$ cat config.mk
export PLATFORM = sky130hd
export DESIGN_NAME = fixed_slot_pool_allocator_top
export DESIGN_NICKNAME = d
export VERILOG_FILES = /design/src/design/fspa_pkg.sv /design/src/design/fspa_ram.sv /design/src/design/fspa_front.sv /design/src/design/fspa_queue.sv /design/src/design/fspa_back.sv /design/src/design/fixed_slot_pool_allocator_top.sv
export SDC_FILE = /design/constraint.sdc
export NUM_CORES = 2
export LEC_CHECK = 0
export ABC_AREA = 1
export BUFFER_PORTS_ARGS = -buffer_cell sky130_fd_sc_hd__buf_2
export CAP_MARGIN = 20
export CORE_MARGIN = 8
export CORE_UTILIZATION = 30
export CTS_CLUSTER_DIAMETER = 150
export DETAILED_ROUTE_END_ITERATION = 10
export GPL_ROUTABILITY_DRIVEN = 0
export PLACE_DENSITY = 0.44
export SYNTH_ARGS = -nofsm -noshare
export SYNTH_HDL_FRONTEND = slang
export SYNTH_HIERARCHICAL = 1
export SYNTH_SLANG_ARGS = --single-unit
export TNS_END_PERCENT = 50
$ cat constraint.sdc
create_clock -name clk -period 9.5 [get_ports clk]
set_clock_uncertainty 0.2 [all_clocks]
set_input_delay 1.9 -clock clk [delete_from_list [all_inputs] [get_ports clk]]
set_output_delay 1.9 -clock clk [all_outputs]
set_load 0.05 [all_outputs]
$ cat src/design/fspa_pkg.sv
// Shared types and constants of the fixed-slot pool allocator.
`timescale 1ns / 1ps
`default_nettype none

package fspa_pkg;

  localparam int MAX_SLOTS     = 256;
  localparam int ADDR_BITS     = 32;
  localparam int SLOT_W        = $clog2(MAX_SLOTS);
  localparam int COUNT_W       = $clog2(MAX_SLOTS + 1);
  localparam int SHIFT_W       = 5;
  localparam int ENTRY_W       = 9;
  localparam int ALIGN_LOG_MAX = 3;
  localparam int CFG_IDX_W     = 2;
  localparam int QUEUE_DEPTH   = 2;

  localparam logic [ADDR_BITS-1:0] BASE_RESET  = '0;
  localparam logic [SHIFT_W-1:0]   SHIFT_RESET = 5'd3;
  localparam logic [ENTRY_W-1:0]   COUNT_RESET = 9'd256;

  localparam logic CMD_ALLOC = 1'b0;
  localparam logic CMD_FREE  = 1'b1;

  localparam logic [CFG_IDX_W-1:0] CFG_BASE  = 2'd0;
  localparam logic [CFG_IDX_W-1:0] CFG_SIZE  = 2'd1;
  localparam logic [CFG_IDX_W-1:0] CFG_COUNT = 2'd2;

  typedef enum logic [2:0] {
    ST_OK            = 3'd0,
    ST_NO_SPACE      = 3'd1,
    ST_MISALIGNED    = 3'd2,
    ST_OUT_OF_RANGE  = 3'd3,
    ST_NOT_ALLOCATED = 3'd4
  } status_t;

  typedef enum logic [1:0] {
    OP_ALLOC  = 2'd0,
    OP_FREE   = 2'd1,
    OP_REJECT = 2'd2
  } op_kind_t;

  typedef enum logic [1:0] {
    BK_IDLE = 2'd0,
    BK_POP  = 2'd1,
    BK_FREE = 2'd2
  } bk_state_t;

  typedef struct packed {
    logic [ADDR_BITS-1:0] base;
    logic [SHIFT_W-1:0]   shift;
    logic [COUNT_W-1:0]   limit;
    logic                 init;
  } pool_cfg_t;

  typedef struct packed {
    op_kind_t          kind;
    status_t           status;
    logic [SLOT_W-1:0] slot;
    logic              mismatch;
  } op_t;

  typedef struct packed {
    status_t              status;
    logic [ADDR_BITS-1:0] slot_address;
    logic [SLOT_W-1:0]    slot_index;
    logic                 offset_mismatch;
    logic [COUNT_W-1:0]   used_slots;
  } result_t;

endpackage

`default_nettype wire

$ cat src/design/fspa_ram.sv
// Generic single-port RAM with registered read data.
`timescale 1ns / 1ps
`default_nettype none

module fspa_ram #(
  parameter int WIDTH = 8,
  parameter int DEPTH = 256,
  localparam int AW = $clog2(DEPTH)
) (
  input  wire logic             clk,
  input  wire logic             we,
  input  wire logic [AW-1:0]    addr,
  input  wire logic [WIDTH-1:0] wdata,
  output logic      [WIDTH-1:0] rdata
);

  logic [WIDTH-1:0] mem [DEPTH];

  always_ff @(posedge clk) begin
    if (we) begin
      mem[addr] <= wdata;
    end
    rdata <= mem[addr];
  end

endmodule

`default_nettype wire

$ cat src/design/fspa_front.sv
// Front end: configuration registers and classification of incoming requests.
`timescale 1ns / 1ps
`default_nettype none

module fspa_front (
  input  wire logic                             clk,
  input  wire logic                             rst_n,
  input  wire logic                             cfg_valid,
  output logic                                  cfg_ready,
  input  wire logic [fspa_pkg::CFG_IDX_W-1:0]   cfg_index,
  input  wire logic [fspa_pkg::ADDR_BITS-1:0]   cfg_data,
  input  wire logic                             in_valid,
  input  wire logic                             in_cmd,
  input  wire logic [fspa_pkg::ADDR_BITS-1:0]   in_address,
  output logic                                  op_valid,
  output fspa_pkg::op_t                         op,
  output fspa_pkg::pool_cfg_t                   pool_cfg
);

  logic [fspa_pkg::ADDR_BITS-1:0] base_r, base_nxt;
  logic [fspa_pkg::SHIFT_W-1:0]   shift_r, shift_nxt;
  logic [fspa_pkg::ENTRY_W-1:0]   count_r, count_nxt;
  logic                           cfg_hit;

  logic [fspa_pkg::COUNT_W-1:0]   limit;
  logic [1:0]                     align_log;
  logic [2:0]                     align_mask;
  logic [fspa_pkg::ADDR_BITS-1:0] diff;
  logic [fspa_pkg::ADDR_BITS-1:0] slot_full;
  logic                           misaligned;
  logic                           below;
  logic                           over;

  assign cfg_ready = 1'b1;

  always_comb begin
    base_nxt  = base_r;
    shift_nxt = shift_r;
    count_nxt = count_r;
    cfg_hit   = 1'b0;
    if (cfg_valid) begin
      unique case (cfg_index)
        fspa_pkg::CFG_BASE: begin
          base_nxt = cfg_data;
          cfg_hit  = 1'b1;
        end
        fspa_pkg::CFG_SIZE: begin
          shift_nxt = cfg_data[fspa_pkg::SHIFT_W-1:0];
          cfg_hit   = 1'b1;
        end
        fspa_pkg::CFG_COUNT: begin
          count_nxt = cfg_data[fspa_pkg::ENTRY_W-1:0];
          cfg_hit   = 1'b1;
        end
        default: begin
          cfg_hit = 1'b0;
        end
      endcase
    end
  end

  always_ff @(posedge clk) begin
    if (!rst_n) begin
      base_r  <= fspa_pkg::BASE_RESET;
      shift_r <= fspa_pkg::SHIFT_RESET;
      count_r <= fspa_pkg::COUNT_RESET;
    end else begin
      base_r  <= base_nxt;
      shift_r <= shift_nxt;
      count_r <= count_nxt;
    end
  end

  // Slot counts above the pool capacity are clamped to it.
  assign limit = (count_r > fspa_pkg::ENTRY_W'(fspa_pkg::MAX_SLOTS)) ?
                 fspa_pkg::COUNT_W'(fspa_pkg::MAX_SLOTS) : fspa_pkg::COUNT_W'(count_r);

  assign pool_cfg.base  = base_r;
  assign pool_cfg.shift = shift_r;
  assign pool_cfg.limit = limit;
  assign pool_cfg.init  = cfg_hit;

  // Alignment is checked against the smaller of eight bytes and the slot size.
  assign align_log  = (shift_r > fspa_pkg::SHIFT_W'(fspa_pkg::ALIGN_LOG_MAX)) ?
                      2'(fspa_pkg::ALIGN_LOG_MAX) : shift_r[1:0];
  assign align_mask = ~(3'b111 << align_log);
  assign misaligned = |(in_address[2:0] & align_mask);
  assign below      = in_address < base_r;
  assign diff       = in_address - base_r;
  assign slot_full  = diff >> shift_r;
  assign over       = slot_full >= fspa_pkg::ADDR_BITS'(limit);

  assign op_valid = in_valid;

  always_comb begin
    op.kind     = fspa_pkg::OP_REJECT;
    op.status   = fspa_pkg::ST_OK;
    op.slot     = slot_full[fspa_pkg::SLOT_W-1:0];
    op.mismatch = |(diff & ~({fspa_pkg::ADDR_BITS{1'b1}} << shift_r));
    if (in_cmd == fspa_pkg::CMD_ALLOC) begin
      op.kind = fspa_pkg::OP_ALLOC;
    end else begin
      priority if (misaligned) begin
        op.status = fspa_pkg::ST_MISALIGNED;
      end else if (below || over) begin
        op.status = fspa_pkg::ST_OUT_OF_RANGE;
      end else begin
        op.kind = fspa_pkg::OP_FREE;
      end
    end
  end

endmodule

`default_nettype wire

$ cat src/design/fspa_queue.sv
// Short request queue between the front end and the slot engine.
`timescale 1ns / 1ps
`default_nettype none

module fspa_queue (
  input  wire logic          clk,
  input  wire logic          rst_n,
  input  wire logic          wr_valid,
  output logic               wr_ready,
  input  wire fspa_pkg::op_t wr_op,
  output logic               rd_valid,
  input  wire logic          rd_pop,
  output fspa_pkg::op_t      rd_op
);

  localparam int PTR_W = $clog2(fspa_pkg::QUEUE_DEPTH);
  localparam int CNT_W = $clog2(fspa_pkg::QUEUE_DEPTH + 1);

  fspa_pkg::op_t    slots_r [fspa_pkg::QUEUE_DEPTH];
  logic [PTR_W-1:0] wr_ptr_r, wr_ptr_nxt;
  logic [PTR_W-1:0] rd_ptr_r, rd_ptr_nxt;
  logic [CNT_W-1:0] cnt_r, cnt_nxt;
  logic             do_wr;
  logic             do_rd;

  assign wr_ready = cnt_r != CNT_W'(fspa_pkg::QUEUE_DEPTH);
  assign rd_valid = cnt_r != '0;
  assign rd_op    = slots_r[rd_ptr_r];
  assign do_wr    = wr_valid && wr_ready;
  assign do_rd    = rd_pop && rd_valid;

  always_comb begin
    wr_ptr_nxt = wr_ptr_r;
    rd_ptr_nxt = rd_ptr_r;
    cnt_nxt    = cnt_r;
    if (do_wr) begin
      wr_ptr_nxt = (wr_ptr_r == PTR_W'(fspa_pkg::QUEUE_DEPTH - 1)) ? '0 : wr_ptr_r + 1'b1;
    end
    if (do_rd) begin
      rd_ptr_nxt = (rd_ptr_r == PTR_W'(fspa_pkg::QUEUE_DEPTH - 1)) ? '0 : rd_ptr_r + 1'b1;
    end
    if (do_wr && !do_rd) begin
      cnt_nxt = cnt_r + 1'b1;
    end else if (do_rd && !do_wr) begin
      cnt_nxt = cnt_r - 1'b1;
    end
  end

  always_ff @(posedge clk) begin
    if (!rst_n) begin
      wr_ptr_r <= '0;
      rd_ptr_r <= '0;
      cnt_r    <= '0;
    end else begin
      wr_ptr_r <= wr_ptr_nxt;
      rd_ptr_r <= rd_ptr_nxt;
      cnt_r    <= cnt_nxt;
    end
  end

  always_ff @(posedge clk) begin
    if (do_wr) begin
      slots_r[wr_ptr_r] <= wr_op;
    end
  end

endmodule

`default_nettype wire

$ cat src/design/fspa_back.sv
// Slot engine: free stack, busy bits, counters and the result register.
`timescale 1ns / 1ps
`default_nettype none

module fspa_back (
  input  wire logic                clk,
  input  wire logic                rst_n,
  input  wire fspa_pkg::pool_cfg_t pool_cfg,
  input  wire logic                q_valid,
  input  wire fspa_pkg::op_t       q_op,
  output logic                     q_pop,
  output logic                     out_valid,
  input  wire logic                out_ready,
  output fspa_pkg::result_t        out_res
);

  localparam int SW = fspa_pkg::SLOT_W;
  localparam int CW = fspa_pkg::COUNT_W;

  fspa_pkg::bk_state_t      state_r, state_nxt;
  logic [CW-1:0]            depth_r, depth_nxt;
  logic [CW-1:0]            fresh_r, fresh_nxt;
  logic [CW-1:0]            total_r, total_nxt;
  logic [SW-1:0]            slot_r, slot_nxt;
  logic                     mis_r, mis_nxt;
  logic                     out_valid_r, out_valid_nxt;
  fspa_pkg::result_t        out_res_r;

  logic                     out_free;
  logic                     start;
  logic [CW-1:0]            depth_m1;
  logic                     stack_we;
  logic [SW-1:0]            stack_addr;
  logic [SW-1:0]            stack_wdata;
  logic [SW-1:0]            stack_rdata;
  logic                     busy_we;
  logic [SW-1:0]            busy_addr;
  logic                     busy_wdata;
  logic                     busy_rdata;
  logic                     slot_live;

  logic                     res_load;
  logic                     res_ok;
  fspa_pkg::status_t        res_status;
  logic [SW-1:0]            res_idx;
  logic                     res_mis;
  logic [fspa_pkg::ADDR_BITS-1:0] res_addr;

  assign out_free = !out_valid_r || out_ready;
  assign start    = (state_r == fspa_pkg::BK_IDLE) && q_valid && out_free;
  assign q_pop    = start;
  assign depth_m1 = depth_r - 1'b1;

  // Slots at or above the fresh counter were not handed out since the pool was
  // initialized, so whatever their busy bits still hold is ignored.
  assign slot_live = busy_rdata && ({1'b0, slot_r} < fresh_r);

  fspa_ram #(
    .WIDTH(SW),
    .DEPTH(fspa_pkg::MAX_SLOTS)
  ) u_stack (
    .clk  (clk),
    .we   (stack_we),
    .addr (stack_addr),
    .wdata(stack_wdata),
    .rdata(stack_rdata)
  );

  fspa_ram #(
    .WIDTH(1),
    .DEPTH(fspa_pkg::MAX_SLOTS)
  ) u_busy (
    .clk  (clk),
    .we   (busy_we),
    .addr (busy_addr),
    .wdata(busy_wdata),
    .rdata(busy_rdata)
  );

  always_comb begin
    state_nxt = state_r;
    unique case (state_r)
      fspa_pkg::BK_IDLE: begin
        if (start) begin
          if ((q_op.kind == fspa_pkg::OP_ALLOC) && (depth_r != '0)) begin
            state_nxt = fspa_pkg::BK_POP;
          end else if (q_op.kind == fspa_pkg::OP_FREE) begin
            state_nxt = fspa_pkg::BK_FREE;
          end
        end
      end
      fspa_pkg::BK_POP: begin
        state_nxt = fspa_pkg::BK_IDLE;
      end
      fspa_pkg::BK_FREE: begin
        state_nxt = fspa_pkg::BK_IDLE;
      end
      default: begin
        state_nxt = fspa_pkg::BK_IDLE;
      end
    endcase
    if (pool_cfg.init) begin
      state_nxt = fspa_pkg::BK_IDLE;
    end
  end

  always_comb begin
    depth_nxt   = depth_r;
    fresh_nxt   = fresh_r;
    total_nxt   = total_r;
    slot_nxt    = slot_r;
    mis_nxt     = mis_r;
    stack_we    = 1'b0;
    stack_addr  = depth_r[SW-1:0];
    stack_wdata = slot_r;
    busy_we     = 1'b0;
    busy_addr   = slot_r;
    busy_wdata  = 1'b0;
    res_load    = 1'b0;
    res_ok      = 1'b0;
    res_status  = fspa_pkg::ST_OK;
    res_idx     = '0;
    res_mis     = 1'b0;
    unique case (state_r)
      fspa_pkg::BK_IDLE: begin
        if (start) begin
          unique case (q_op.kind)
            fspa_pkg::OP_ALLOC: begin
              if (depth_r != '0) begin
                // The popped index arrives from the stack RAM next cycle.
                stack_addr = depth_m1[SW-1:0];
                depth_nxt  = depth_m1;
              end else if (fresh_r < pool_cfg.limit) begin
                res_load   = 1'b1;
                res_ok     = 1'b1;
                res_idx    = fresh_r[SW-1:0];
                fresh_nxt  = fresh_r + 1'b1;
                total_nxt  = total_r + 1'b1;
                busy_we    = 1'b1;
                busy_addr  = fresh_r[SW-1:0];
                busy_wdata = 1'b1;
              end else begin
                res_load   = 1'b1;
                res_status = fspa_pkg::ST_NO_SPACE;
              end
            end
            fspa_pkg::OP_FREE: begin
              // The busy bit of the slot arrives from its RAM next cycle.
              busy_addr = q_op.slot;
              slot_nxt  = q_op.slot;
              mis_nxt   = q_op.mismatch;
            end
            default: begin
              res_load   = 1'b1;
              res_status = q_op.status;
            end
          endcase
        end
      end
      fspa_pkg::BK_POP: begin
        res_load   = 1'b1;
        res_ok     = 1'b1;
        res_idx    = stack_rdata;
        total_nxt  = total_r + 1'b1;
        busy_we    = 1'b1;
        busy_addr  = stack_rdata;
        busy_wdata = 1'b1;
      end
      fspa_pkg::BK_FREE: begin
        res_load = 1'b1;
        if (slot_live) begin
          res_ok    = 1'b1;
          res_idx   = slot_r;
          res_mis   = mis_r;
          busy_we   = 1'b1;
          total_nxt = total_r - 1'b1;
          stack_we  = 1'b1;
          depth_nxt = depth_r + 1'b1;
        end else begin
          res_status = fspa_pkg::ST_NOT_ALLOCATED;
        end
      end
      default: begin
      end
    endcase
    if (pool_cfg.init) begin
      depth_nxt = '0;
      fresh_nxt = '0;
      total_nxt = '0;
    end
  end

  assign res_addr = res_ok ?
                    pool_cfg.base + (fspa_pkg::ADDR_BITS'(res_idx) << pool_cfg.shift) : '0;

  always_comb begin
    out_valid_nxt = out_valid_r;
    if (res_load) begin
      out_valid_nxt = 1'b1;
    end else if (out_ready) begin
      out_valid_nxt = 1'b0;
    end
  end

  always_ff @(posedge clk) begin
    if (!rst_n) begin
      state_r     <= fspa_pkg::BK_IDLE;
      depth_r     <= '0;
      fresh_r     <= '0;
      total_r     <= '0;
      slot_r      <= '0;
      mis_r       <= 1'b0;
      out_valid_r <= 1'b0;
    end else begin
      state_r     <= state_nxt;
      depth_r     <= depth_nxt;
      fresh_r     <= fresh_nxt;
      total_r     <= total_nxt;
      slot_r      <= slot_nxt;
      mis_r       <= mis_nxt;
      out_valid_r <= out_valid_nxt;
    end
  end

  always_ff @(posedge clk) begin
    if (res_load) begin
      out_res_r.status          <= res_status;
      out_res_r.slot_address    <= res_addr;
      out_res_r.slot_index      <= res_idx;
      out_res_r.offset_mismatch <= res_mis;
      out_res_r.used_slots      <= total_nxt;
    end
  end

  assign out_valid = out_valid_r;
  assign out_res   = out_res_r;

`ifndef NO_ASSERTIONS
  // Every slot handed out fresh is either busy or waiting on the stack.
  a_slot_balance: assert property (@(posedge clk) disable iff (!rst_n)
    (state_r != fspa_pkg::BK_POP) |->
      (({1'b0, depth_r} + {1'b0, total_r}) == {1'b0, fresh_r}))
    else $error("busy slots plus stacked slots differ from slots handed out");

  // During a pop the slot in flight is counted in neither place yet.
  a_pop_balance: assert property (@(posedge clk) disable iff (!rst_n)
    (state_r == fspa_pkg::BK_POP) |->
      (({1'b0, depth_r} + {1'b0, total_r} + 1'b1) == {1'b0, fresh_r}))
    else $error("slot count off during stack pop");

  a_second_cycle_out_empty: assert property (@(posedge clk) disable iff (!rst_n)
    (state_r != fspa_pkg::BK_IDLE) |-> !out_valid_r)
    else $error("result register occupied while a two-cycle request completes");

  a_fresh_bound: assert property (@(posedge clk) disable iff (!rst_n)
    fresh_r <= pool_cfg.limit)
    else $error("fresh slot counter beyond the pool size");
`endif

endmodule

`default_nettype wire

$ cat src/design/fixed_slot_pool_allocator_top.sv
// Top level of the fixed-slot pool allocator.
// Flow: a request beat enters the queue; fresh allocations and rejects load the result
// register from IDLE, while frees and allocations that reuse a freed slot pass through
// BK_FREE or BK_POP, waiting on a synchronous read of the busy bits or the free stack.
// The back takes no new request until it returns to IDLE. A held result stalls the back.
// Reset: synchronous, active low; clears counters and the queue, not the RAMs, so requests
// are accepted right after reset (busy bits count only below the fresh-slot counter).
`timescale 1ns / 1ps
`default_nettype none

module fixed_slot_pool_allocator_top (
  input  wire logic                           clk,
  input  wire logic                           rst_n,
  // Configuration write channel.
  input  wire logic                           cfg_valid,
  output logic                                cfg_ready,
  input  wire logic [fspa_pkg::CFG_IDX_W-1:0] cfg_index,
  input  wire logic [fspa_pkg::ADDR_BITS-1:0] cfg_data,
  // Request stream.
  input  wire logic                           in_tvalid,
  output logic                                in_tready,
  input  wire logic [31:0]                    in_tdata,  // address[31:0]
  input  wire logic                           in_tuser,  // cmd[0]
  // Result stream.
  output logic                                out_tvalid,
  input  wire logic                           out_tready,
  // slot_address[31:0], slot_index[39:32], offset_mismatch[40], used_slots[49:41],
  // zero [55:50]
  output logic [55:0]                         out_tdata,
  output logic [2:0]                          out_tuser  // status[2:0]
);

  fspa_pkg::pool_cfg_t pool_cfg;
  fspa_pkg::op_t       front_op;
  fspa_pkg::op_t       q_op;
  fspa_pkg::result_t   res;
  logic                front_valid;
  logic                q_valid;
  logic                q_pop;

  fspa_front u_front (
    .clk       (clk),
    .rst_n     (rst_n),
    .cfg_valid (cfg_valid),
    .cfg_ready (cfg_ready),
    .cfg_index (cfg_index),
    .cfg_data  (cfg_data),
    .in_valid  (in_tvalid),
    .in_cmd    (in_tuser),
    .in_address(in_tdata),
    .op_valid  (front_valid),
    .op        (front_op),
    .pool_cfg  (pool_cfg)
  );

  fspa_queue u_queue (
    .clk     (clk),
    .rst_n   (rst_n),
    .wr_valid(front_valid),
    .wr_ready(in_tready),
    .wr_op   (front_op),
    .rd_valid(q_valid),
    .rd_pop  (q_pop),
    .rd_op   (q_op)
  );

  fspa_back u_back (
    .clk      (clk),
    .rst_n    (rst_n),
    .pool_cfg (pool_cfg),
    .q_valid  (q_valid),
    .q_op     (q_op),
    .q_pop    (q_pop),
    .out_valid(out_tvalid),
    .out_ready(out_tready),
    .out_res  (res)
  );

  assign out_tuser = res.status;
  assign out_tdata = {6'b0, res.used_slots, res.offset_mismatch, res.slot_index,
                      res.slot_address};

endmodule

`default_nettype wire
==> results.sh <==
export IMPL_status="completed"
export IMPL_cts_buffers=287
export IMPL_p_comb_share_pct=16.1
export IMPL_io_pins=134
export IMPL_synth_area_mux_share_pct=0.140
export IMPL_power_switching_w=0.00849
export IMPL_fmax_ghz=0.162
export IMPL_wl_per_cell_um=21.2
export IMPL_regToRegEndpoint="u_back/u_busy/mem[77]$_DFFE_PP_"
export IMPL_synth_simple_area_share_pct=26.0
export IMPL_p_sw_share_pct=29.7
export IMPL_drv_slew=0
export IMPL_synthAdderAreaFrac_pct=1.13
export IMPL_synthCells=11749
export IMPL_antenna_found_initial=13
export IMPL_cts_setup_buffers=0
export IMPL_seqPwrFrac_pct=46.2
export IMPL_synth_compound_area_share_pct=3.26
export IMPL_worstPathCellList="inv_1, a21oi_1, nor2_1, inv_1, ha_1, nand2_1, nand2_1, a21oi_1, nand2_1, nor2_4, nand2_2, o21ai_0, a21oi_1, o311ai_1, nand2_1, inv_1, nand3_1, buf_4, nor2_1"
export IMPL_fin_crit_sh_pct=64.8
export IMPL_clock_latency_ps=910
export IMPL_clock_root_buffer="clkbuf_16"
export IMPL_drt_initial_drc_count=6916
export IMPL_drc=0
export IMPL_dp_final_hpwl_um=222000
export IMPL_syn_area_sq_um=112000
export IMPL_grt_pass1_wl_um=527000
export IMPL_relSlewSlack_pct=20.8
export IMPL_initial_core_util_pct=30.1
export IMPL_finalSetupTns_ps=0
export IMPL_finalNonFillerCells=16929
export IMPL_clock_path_buffers=4
export IMPL_cts_resized=0
export IMPL_syn_to_final_growth_pct=13.1
export IMPL_cp_max_fo=20
export IMPL_dr_pass1_iters=6
export IMPL_htreeDepth=5
export IMPL_die_w_um=628
export IMPL_post_route_min_period_ps=6160
export IMPL_synth_top_family_by_area="simple AND/OR/NAND/NOR gates"
export IMPL_drive_above_1_share_pct=6.72
export IMPL_synth_edff_count=2385
export IMPL_vias=80725
export IMPL_p_total_w=0.0285
export IMPL_crit_start="u_front/count_r[8]$_SDFFE_PN1P_"
export IMPL_crit_path_end="u_back/u_busy/mem[77]$_DFFE_PP_"
export IMPL_routed_wl_um=359000
export IMPL_seq_area_frac_synth_pct=65.5
export IMPL_grt_overflow=0
export IMPL_die_height_um=628
export IMPL_slowest_stage="o311ai_1"
export IMPL_synth_top_flop_cell="edfxtp_1"
export IMPL_cts_tree="built"
export IMPL_cp_required_ps=9860
export IMPL_cp_arrival_ps=6510
export IMPL_synthDistinctLibCells=69
export IMPL_post_dp_cell_area_sq_um=118000
export IMPL_synth_xor_area_share_pct=0.195
export IMPL_ant_nets=0
export IMPL_fin_nets=11897
export IMPL_critPathKind="flop to flop"
export IMPL_syn_area_per_cell_sq_um=9.56
export IMPL_critPathMaxStageDelay_ps=850
export IMPL_reg2reg_depth=19
export IMPL_rows=224
export IMPL_cap_violations=0
export IMPL_synthArstFlopShare_pct=0
export IMPL_dp_cells=16407
export IMPL_reg2reg_slack_ps=3340
export IMPL_tightest_slew_ps=1170
export IMPL_final_hold_violation_count=0
export IMPL_start_kind="flop"
export IMPL_io_buffers=126
export IMPL_cp_end_kind="flop"
export IMPL_ctsHoldBuffers=0
export IMPL_cts_sinks=2484
export IMPL_hold_class="flop to flop"
export IMPL_hold_start="u_back/mis_r$_SDFFE_PN0P_"
export IMPL_worst_path_most_repeated_cell="nand2_1"
export IMPL_synth_yosys_warnings=6
export IMPL_grt_max_degree=173
export IMPL_internal_power_w=0.0200
export IMPL_die_area_sq_um=394000
export IMPL_clk_pin_slew_ps=60
export IMPL_timing_rr_start="u_front/count_r[8]$_SDFFE_PN1P_"
export IMPL_setup_viol=0
export IMPL_ir_drop_uv=142
export IMPL_cellPowerDensity_nw_per_um2=225
export IMPL_final_area_sq_um=127000
export IMPL_viasPerCell=4.77
export IMPL_synth_seq_cells=2484
export IMPL_rsz0062_at_grt="no"
export IMPL_p_leak_nw=50.4
export IMPL_grt_total_usage_pct=17.6
export IMPL_core_sq_um=372000
export IMPL_p_clk_share_pct=37.7
export IMPL_first_global_vias=78782
## layout by cell type, fill, tap and decap left out, types with 8 or more instances in the layout
cell type / instances
dfxtp_1: 90
nor3_1: 20
clkinv_2: 40
clkbuf_1: 72
a211oi_1: 11
o21ai_0: 188
buf_4: 114
clkinv_1: 69
bufinv_16: 17
inv_1: 385
nand2_2: 30
buf_12: 18
ha_1: 98
nor4_1: 8
conb_1: 8
dfxtp_4: 8
nand2_1: 5969
edfxtp_1: 2385
nor2_4: 8
o2111ai_1: 8
nor2_2: 13
clkbuf_16: 296
o21ai_1: 166
inv_2: 24
nand3_1: 502
nand4_1: 27
xor2_1: 17
mux2_2: 14
nor2_1: 815
o21a_1: 8
buf_2: 126
nand3_2: 13
a21oi_1: 218
## power by group through the flow
stage | registers, W | logic (W) | clock network (W)
after floorplan | 0.0141 | 0.00219 | 0
after global placement | 0.0134 | 0.00463 | 0
after detailed placement | 0.0134 | 0.00463 | 0
after CTS | 0.0132 | 0.00464 | 0.0110
after global routing | 0.0132 | 0.00503 | 0.0114
final | 0.0132 | 0.00459 | 0.0107
## how the worst min path moves through the flow
stage	end	slack (ps)	cells after the start
2_1_floorplan	u_back/mis_r$_SDFFE_PN0P_	230	2
3_3_place_gp	u_front/count_r[2]$_SDFFE_PN0P_	270	2
3_5_place_dp	u_back/mis_r$_SDFFE_PN0P_	260	2
4_1_cts	u_back/mis_r$_SDFFE_PN0P_	270	2
5_1_grt	u_back/mis_r$_SDFFE_PN0P_	280	2
6_report	u_back/mis_r$_SDFFE_PN0P_	270	2
## synth_stat cells, drive strengths merged, types with 30 or more instances
master	count	area [sq um]
clkbuf	252	946
buf	327	1670
ha	98	1230
nor2	839	3260
dfxtp	99	1980
nand2	6003	22600
a21oi	225	1150
nand4	30	224
edfxtp	2385	71600
nand3	517	2670
inv	417	1580
o21ai	358	1810
## metal layers
| metal | track usage, % | vias to the layer above | wire length, um |
|---|---|---|---|
| li1 | - | 38546 | - |
| met1 | 24.3 | 39557 | 164000 |
| met2 | 29.4 | 2170 | 168000 |
| met3 | 2.00 | 452 | 17600 |
| met4 | 4.43 | 0 | 9100 |
| met5 | 0 | - | 0 |
## critical path, delay by kind of cell, from the launching register on
kind,cells,cell delay (ps)
compound gates,5,1690
buf+inv,4,1360
fa+ha+maj,1,240
flops,1,440
simple gates,9,1910
## cell families (layout without fill, tap and decap cells)
family | count (synthesis) | after routing
compound gates | 673 | 673
xor+xnor | 25 | 25
fa+ha+maj | 100 | 100
buf+inv | 1002 | 1199
flops | 2484 | 2484
mux | 14 | 14
other cells | 3 | 14
simple gates | 7448 | 7448
## metrics by stage
stage	util [%]	hold slack, ps	setup WS, ps
2_1_floorplan	-	229	1850
3_3_place_gp	31.7	267	2520
3_5_place_dp	31.7	261	2600
4_1_cts	34.1	270	3240
5_1_grt	34.1	283	2770
6_report	34.1	270	3340
## flip-flops by register name, indices dropped and copies added (netlist names), 2 cells and up, named ones only
name                  flops
u_front/count_r           9
u_queue/slots_r          28
u_back/state_r            2
u_back/u_busy/mem       256
u_front/shift_r           5
u_front/base_r           32
u_back/u_stack/mem     2048
u_back/slot_r             8
u_back/total_r            9
u_queue/cnt_r             2
u_back/fresh_r            9
u_back/out_res           53
u_back/u_stack/rdata      8
u_back/depth_r            9
## cell type report
cell class | count | area (sq um)
well taps | 4972 | 6220
flip-flops and latches | 2484 | 73600
repair buffers | 261 | 1900
fillers | 38065 | 245000
multi-input cells | 8268 | 34600
inverters | 423 | 1630
clock inverters | 143 | 1290
diodes | 6 | 15.0
clock buffers | 372 | 7730
Power figures use the tool's default switching activity.
